--- config.mk ---
export PLATFORM = sky130hd
export DESIGN_NAME = cibs_ctrl
export DESIGN_NICKNAME = d
export VERILOG_FILES = /design/src/rtl/cross_id_binary_search_defines.svh /design/src/rtl/cibs_pkg.sv /design/src/rtl/cibs_ctrl.sv
export SDC_FILE = /design/constraint.sdc
export NUM_CORES = 1
export LEC_CHECK = 0
export BUFFER_PORTS_ARGS = -buffer_cell sky130_fd_sc_hd__buf_2
export CORE_AREA = 2 2 39 41
export CTS_BUF_LIST = sky130_fd_sc_hd__clkbuf_16
export CTS_CLUSTER_SIZE = 10
export DETAILED_ROUTE_END_ITERATION = 8
export DIE_AREA = 0 0 41 43
export GPL_TIMING_DRIVEN = 0
export PLACE_DENSITY_LB_ADDON = 0.2
export SKIP_CTS_REPAIR_TIMING = 1
export SLEW_MARGIN = 30
export SYNTH_ARGS = -nofsm -noshare
export SYNTH_HDL_FRONTEND = slang
export SYNTH_SLANG_ARGS = --single-unit
--- constraint.sdc ---
create_clock -name aclk -period 2.8 [get_ports aclk]
set_clock_uncertainty 0.2 [all_clocks]
set_input_delay 0.14 -clock aclk [delete_from_list [all_inputs] [get_ports aclk]]
set_output_delay 0.14 -clock aclk [all_outputs]
set_load 0.01 [all_outputs]
--- src/rtl/cross_id_binary_search_defines.svh ---
// ----------------------------------------------------------------------------
// Cross-identifier binary search: assertion macros
// Shared property forms; clock aclk, assertions disabled while aresetn is low.
// ----------------------------------------------------------------------------
`ifndef CROSS_ID_BINARY_SEARCH_DEFINES_SVH
`define CROSS_ID_BINARY_SEARCH_DEFINES_SVH

// Consequent must hold in the same cycle as the antecedent.
`define CIBS_ASSERT_IMP(label, ante, cons, msg) \
    label: assert property (@(posedge aclk) disable iff (!aresetn) (ante) |-> (cons)) \
        else $error(msg);

// Consequent must hold in the cycle after the antecedent.
`define CIBS_ASSERT_NXT(label, ante, cons, msg) \
    label: assert property (@(posedge aclk) disable iff (!aresetn) (ante) |=> (cons)) \
        else $error(msg);

`endif

--- src/rtl/cibs_pkg.sv ---
`timescale 1ns / 1ps
// ----------------------------------------------------------------------------
// Cross-identifier binary search: shared package
// Field widths, register indexes, item codes, FSM states and the
// command/status bundles between controller and datapath.
// ----------------------------------------------------------------------------
package cibs_pkg;

    localparam int ID_W                = 63;
    localparam int SLOT_W              = 12;
    localparam int SEL_W               = 2;
    localparam int CFG_IDX_W           = 2;
    localparam int CFG_DATA_W          = 13;
    localparam int DEFAULT_TABLE_DEPTH = 4096;

    // Configuration register indexes.
    localparam logic [CFG_IDX_W-1:0] CFG_ENTRY_COUNT   = 2'd0;
    localparam logic [CFG_IDX_W-1:0] CFG_KEY_COLUMN    = 2'd1;
    localparam logic [CFG_IDX_W-1:0] CFG_RESULT_COLUMN = 2'd2;

    // Item kinds.
    localparam logic CMD_LOAD   = 1'b0;
    localparam logic CMD_LOOKUP = 1'b1;

    // Column selectors; any other code selects the third column.
    localparam logic [SEL_W-1:0] COL_FIRST  = 2'd0;
    localparam logic [SEL_W-1:0] COL_SECOND = 2'd1;

    typedef enum logic [1:0] {
        ST_IDLE,
        ST_PROBE,
        ST_DONE
    } cibs_state_t;

    typedef struct packed {
        logic load_row;   // write the incoming row into the table
        logic start;      // open the search window for a new lookup
        logic step;       // compare the probed row and narrow the window
        logic out_load;   // move the finished result into the output register
    } cibs_cmd_t;

    typedef struct packed {
        logic more;       // the next window is not empty
        logic hit;        // the probed row matches the key
    } cibs_sts_t;

    function automatic logic [ID_W-1:0] pick_column(
        input logic [SEL_W-1:0] sel,
        input logic [ID_W-1:0]  first_val,
        input logic [ID_W-1:0]  second_val,
        input logic [ID_W-1:0]  third_val
    );
        logic [ID_W-1:0] res;
        unique case (sel)
            COL_FIRST:  res = first_val;
            COL_SECOND: res = second_val;
            default:    res = third_val;
        endcase
        return res;
    endfunction

endpackage

--- src/rtl/cibs_ctrl.sv ---
`timescale 1ns / 1ps
// ----------------------------------------------------------------------------
// Cross-identifier binary search: controller
// Sequences load and lookup items and owns the handshake on both channels.
// ----------------------------------------------------------------------------
module cibs_ctrl (
    input  logic                aclk,
    input  logic                aresetn,
    input  logic                s_valid,
    input  logic                s_cmd,
    output logic                s_ready,
    output logic                m_valid,
    input  logic                m_ready,
    input  cibs_pkg::cibs_sts_t sts,
    output cibs_pkg::cibs_cmd_t cmd
);
    import cibs_pkg::*;

    cibs_state_t state_reg;
    cibs_state_t state_next;
    logic        m_valid_reg;
    logic        m_valid_next;
    logic        out_free;

    assign out_free = !m_valid_reg || m_ready;

    always_comb begin
        state_next = state_reg;
        unique case (state_reg)
            ST_IDLE: begin
                if (s_valid && (s_cmd == CMD_LOOKUP)) begin
                    state_next = sts.more ? ST_PROBE : ST_DONE;
                end
            end
            ST_PROBE: begin
                if (sts.hit || !sts.more) begin
                    state_next = ST_DONE;
                end
            end
            ST_DONE: begin
                if (out_free) begin
                    state_next = ST_IDLE;
                end
            end
            default: state_next = ST_IDLE;
        endcase
    end

    // No item is taken while reset is held.
    always_comb begin
        s_ready = 1'b0;
        cmd     = '0;
        unique case (state_reg)
            ST_IDLE: begin
                s_ready      = aresetn;
                cmd.load_row = aresetn && s_valid && (s_cmd == CMD_LOAD);
                cmd.start    = aresetn && s_valid && (s_cmd == CMD_LOOKUP);
            end
            ST_PROBE: begin
                cmd.step = 1'b1;
            end
            ST_DONE: begin
                cmd.out_load = out_free;
            end
            default: begin
                s_ready = 1'b0;
            end
        endcase
    end

    always_comb begin
        m_valid_next = m_valid_reg;
        if (cmd.out_load) begin
            m_valid_next = 1'b1;
        end else if (m_ready) begin
            m_valid_next = 1'b0;
        end
    end

    always_ff @(posedge aclk) begin
        if (!aresetn) begin
            state_reg   <= ST_IDLE;
            m_valid_reg <= 1'b0;
        end else begin
            state_reg   <= state_next;
            m_valid_reg <= m_valid_next;
        end
    end

    assign m_valid = m_valid_reg;

endmodule

Yosys cells after proc, flatten, opt, wreduce, memory -nomap -nowiden

Index checks and enable logic that the tools add are counted.

Register bits after elaboration: 3
Output and inout bits: 6
Word-level logic and storage cells: 30

Equal/unequal tests: 5
Muxes and demuxes: 11
Bitwise operators: 1
Reductions and logical operators: 11

Operator list:

| cell                                                                  | count |
|---|---|
| 2-bit 2-to-1 mux                                                      | 5 |
| 2-bit inequality test, second input constant                          | 3 |
| 2-bit case mux with 3 select lines                                    | 1 |
| 1-bit 2-to-1 mux                                                      | 5 |
| 1-bit logical AND                                                     | 4 |
| 3-bit AND reduction                                                   | 1 |
| 2-bit by 1-bit equality test with 1-bit output, second input constant | 1 |
| 2-bit equality test, second input constant                            | 1 |
| 1-bit logical NOT                                                     | 2 |
| 2-bit logical NOT                                                     | 1 |
| 1-bit logical OR                                                      | 2 |
| 2-bit nonzero test                                                    | 1 |
| 1-bit NOT                                                             | 1 |

Logic depth before layout (Yosys ltp)

Word-level depth: 4
Depth in mapped cells: 3
Mapped depth without buffers: 3

Least setup slack after synthesis

Ideal clock, no wire load.

Path type: reg2out
Start point: register state_reg[1]
End point: output cmd[3] (netlist bit)
Arrival: 0.947 ns
Required time: 2.460 ns
Slack: 1.513 ns
Cell stages (with the launch flop): 3
Path buffers: 0
Cell sequence: dfxtp_1 or3b_4 nor3b_2

RTL lines:

| item                   | line            | RTL |
|---|---|---|
| from (decl)            | cibs_ctrl.sv:19 | `cibs_state_t state_reg;` |
| from (signal assigned) | cibs_ctrl.sv:85 | `state_reg <= state_next;` |
| to (decl)              | cibs_ctrl.sv:15 | `output cibs_pkg::cibs_cmd_t cmd` |

==> results list <==
* Leftover overflow at the end of global routing: 0
- For this run, design rule violations remaining after detail routing come to 0.
- Max-cap violations in this run came to 0.
* Max Fanout on Critical Path: 4
- Iter 0 DRT Violations: 3
- The root buffer cell chosen for the clock tree is sky130_fd_sc_hd__clkbuf_16.
- Footprint of the multi-input gates: 109 um^2
- Worst path required time: 2.46 ns
- In this run the deepest clock path goes through 2 buffers.
* Crit path DAT: 1.46 ns
- Summed over all cells, the static leakage comes to 0.179 nW.
- Routed wire length per instance: 8.07 um
- Wire length of the first global-routing pass: 710 um
- The mapped netlist covers 184 um^2.
- Setup slack after layout: roughly 1 ns
- TritonCTS built the clock tree.
- Total of flip-flops plus latches after synthesis: 3
- In the final routing, the length of wire on met1 measures approximately 230 um.
* Width of the chip: 41 um
- Post-synthesis instance total: 21
* Sum of negative setup slack: 0 ns
* Launching element type of the critical path: input port
- Max reg flops: 2
- Total inserted antenna cells: 0
- Time the final worst path needs with I/O delays and setup: 1.80 ns
- Once detail routing completed, the nets flagged for antenna violations numbered 0.
- Clock latency on the worst-skew pair, taken at its later pin, is ~0.22 ns.
- Unrepaired setup endpoints after global routing: no
* Largest net degree at the start of global routing: 6
- The total count of max-transition violations in the final report came to 0.
- Initial antenna violation count: 0
- Net count reported at finish: 46
- CTS H-tree lvls: 1
- The total count of hold-check failures in the final report was 0.
- Clock Sinks: 3
- Storage element area: roughly 60 um^2
- Routed signal wires occupy layers up through met4.
- Of all cell types, the one taking the most synthesized area is sky130_fd_sc_hd__dfxtp_1.
* Proportion of netlist area held by the largest area contributor: 32.7%
* Die area: 0.00176 mm^2
* Nets in the synthesized netlist: 28
* Upper clock frequency limit: 555 MHz
- Placeable Area: 0.00138 mm^2
- Initial cell density of the core: 13.3%
- Growth of design area from synthesis to finish: 91.8%
- Wire length reported by the detailed router: ~440 um
- Class of the tightest hold or removal check: in2reg
- In this run, CTS created clock tree buffers numbering 3.
* Met2 wire length: between 100 and 150 um
* Number of fill cells: approximately 150
* Share of synthesized area occupied by flip-flops and latches: 32.7%
* Count of buffers from port buffering: 12
- Total I/O pin count: 13
- Across every metal layer, demand over resource in global routing totals 6.33%.
* Via count of the first global-routing pass: between 150 and 200
- Number of failing setup endpoints in the final timing report: 0
- Endpoint class of the critical path: primary output
- For this run, the detailed router's first-pass iteration total came to 4.
- Dividing total power by cell area gives a power density of 827 mW/mm^2.
- Average vias per placed instance: 3.65
- Detailed routing placed a total of approximately 62 um of wire on met3.
- Placer congestion estimate: 0.657
- Y dimension of the die: approximately 43 um
- Worst hold margin: 0.0365 ns
- During synthesis, Yosys emitted a total of 0 warnings.
* Placement Setup Slack: 1.43 ns
* Worst Setup Path Type: in2out
- At the pin with the least slew margin, the transition time is 0.162 ns.
- Average instance area after synthesis: 8.76 um^2
* Floorplan row count: 14
* Netlist cell types: 15
- Number of vias after detailed routing: between 150 and 200
* Share of the clock period used by the worst path: between 60% and 70%
- Peak supply drop: about 0.13 mV
- The run finished with clean final reports.
- Clock-pin slew was measured on the worst setup and hold paths at 0.03 ns.
- In this run the tightest slew margin relative to its limit is slightly below 90%.
- Layout cells sized above 1: a little under half
- By area the synthesized netlist is led by sky130_fd_sc_hd__dfxtp_1 (33%), sky130_fd_sc_hd__nand2b_1 (6.8%), sky130_fd_sc_hd__nor2b_1 (6.8%), sky130_fd_sc_hd__nor3b_2 (6.8%), sky130_fd_sc_hd__or3b_4 (6.1%).
[cell type report]
type | count | area share (%)
multi-input combinational | 15 | 30.9
sequential | 3 | 17.0
clock buffer | 3 | 21.3
buffer | 1 | 2.13
tap | 16 | 5.67
inverter | 2 | 2.13
clock inverter | 1 | 1.06
timing repair buffer | 13 | 19.9
[critical path, cell delays in order]
cell,delay [ns]
sky130_fd_sc_hd__dlygate4sd3_1,0.51
sky130_fd_sc_hd__buf_2,0.12
sky130_fd_sc_hd__or3b_4,0.39
sky130_fd_sc_hd__nor3b_2,0.15
sky130_fd_sc_hd__buf_2,0.14
[synthesized netlist by cell type]
library cell	n
sky130_fd_sc_hd__nand2_1	1
sky130_fd_sc_hd__or3b_4	1
sky130_fd_sc_hd__o31a_1	1
sky130_fd_sc_hd__nor3b_2	1
sky130_fd_sc_hd__inv_1	2
sky130_fd_sc_hd__dfxtp_1	3
sky130_fd_sc_hd__mux2i_1	1
sky130_fd_sc_hd__buf_4	1
sky130_fd_sc_hd__nor2b_1	2
sky130_fd_sc_hd__nand2b_1	2
sky130_fd_sc_hd__nor3_1	1
sky130_fd_sc_hd__a21boi_0	1
sky130_fd_sc_hd__nor2_1	2
sky130_fd_sc_hd__a21boi_1	1
sky130_fd_sc_hd__and4b_1	1
[routing by layer]
metal  up-vias  global-route usage (%)
li1        104                       -
met1        77                    8.68
met2        14                    5.94
met3         2                    2.62
met4         0                    8.00
met5         -                       0
[metrics by stage]
| stage | std cells | utilization, % | cell area (um^2) | power, mW |
|---|---|---|---|---|
| after floorplan | 21 | - | 184 | 0.0581 |
| after global placement | 49 | 19.1 | 264 | 0.0684 |
| after detailed placement | 49 | 19.1 | 264 | 0.0681 |
| after CTS | 53 | 24.8 | 343 | 0.295 |
| after global routing | 54 | 25.5 | 353 | 0.302 |
| final | 54 | 25.5 | 353 | 0.292 |
[final timing paths]
check                                          startpoint                        end  slack [ns]  cells past startpoint
worst max register to register  state_reg[0]$_SDFFE_PN0P_  state_reg[1]$_SDFFE_PN0P_        1.63                      3
worst min-delay path                               sts[1]  state_reg[0]$_SDFFE_PN0P_        0.04                      2
worst max-delay path                              aresetn                     cmd[3]         1.0                      5
worst min register to register       m_valid$_SDFFE_PN0P_       m_valid$_SDFFE_PN0P_        0.33                      2
[placed cells by master (no fill, tap or decap)]
cell type,netlist,layout
sky130_fd_sc_hd__and4b_1,1,1
sky130_fd_sc_hd__dfxtp_1,3,3
sky130_fd_sc_hd__nor3b_2,1,1
sky130_fd_sc_hd__inv_1,2,3
sky130_fd_sc_hd__a21boi_1,1,1
sky130_fd_sc_hd__nor3_1,1,1
sky130_fd_sc_hd__nand2b_1,2,2
sky130_fd_sc_hd__o31a_1,1,1
sky130_fd_sc_hd__buf_4,1,1
sky130_fd_sc_hd__or3b_4,1,1
sky130_fd_sc_hd__nand2_1,1,1
sky130_fd_sc_hd__nor2_1,2,2
sky130_fd_sc_hd__clkbuf_16,0,3
sky130_fd_sc_hd__mux2i_1,1,1
sky130_fd_sc_hd__nor2b_1,2,2
sky130_fd_sc_hd__buf_2,0,12
sky130_fd_sc_hd__dlygate4sd3_1,0,1
sky130_fd_sc_hd__a21boi_0,1,1
[cell families (layout without fill, tap and decap cells)]
kind of cell	count (synthesis)	in the layout	share of synthesized area (%)
simple gates	11	11	40.8
compound gates	3	3	12.9
flops	3	3	32.7
buf+inv	3	20	8.17
mux	1	1	5.44
[report_power, final]
part	internal [mW]	switching (mW)
clock network	0.184	0.0391
logic	0.0127	0.00972
registers	0.0446	0.00149
total	0.242	0.0503
Note: power is estimated with default switching activity, not from simulation.
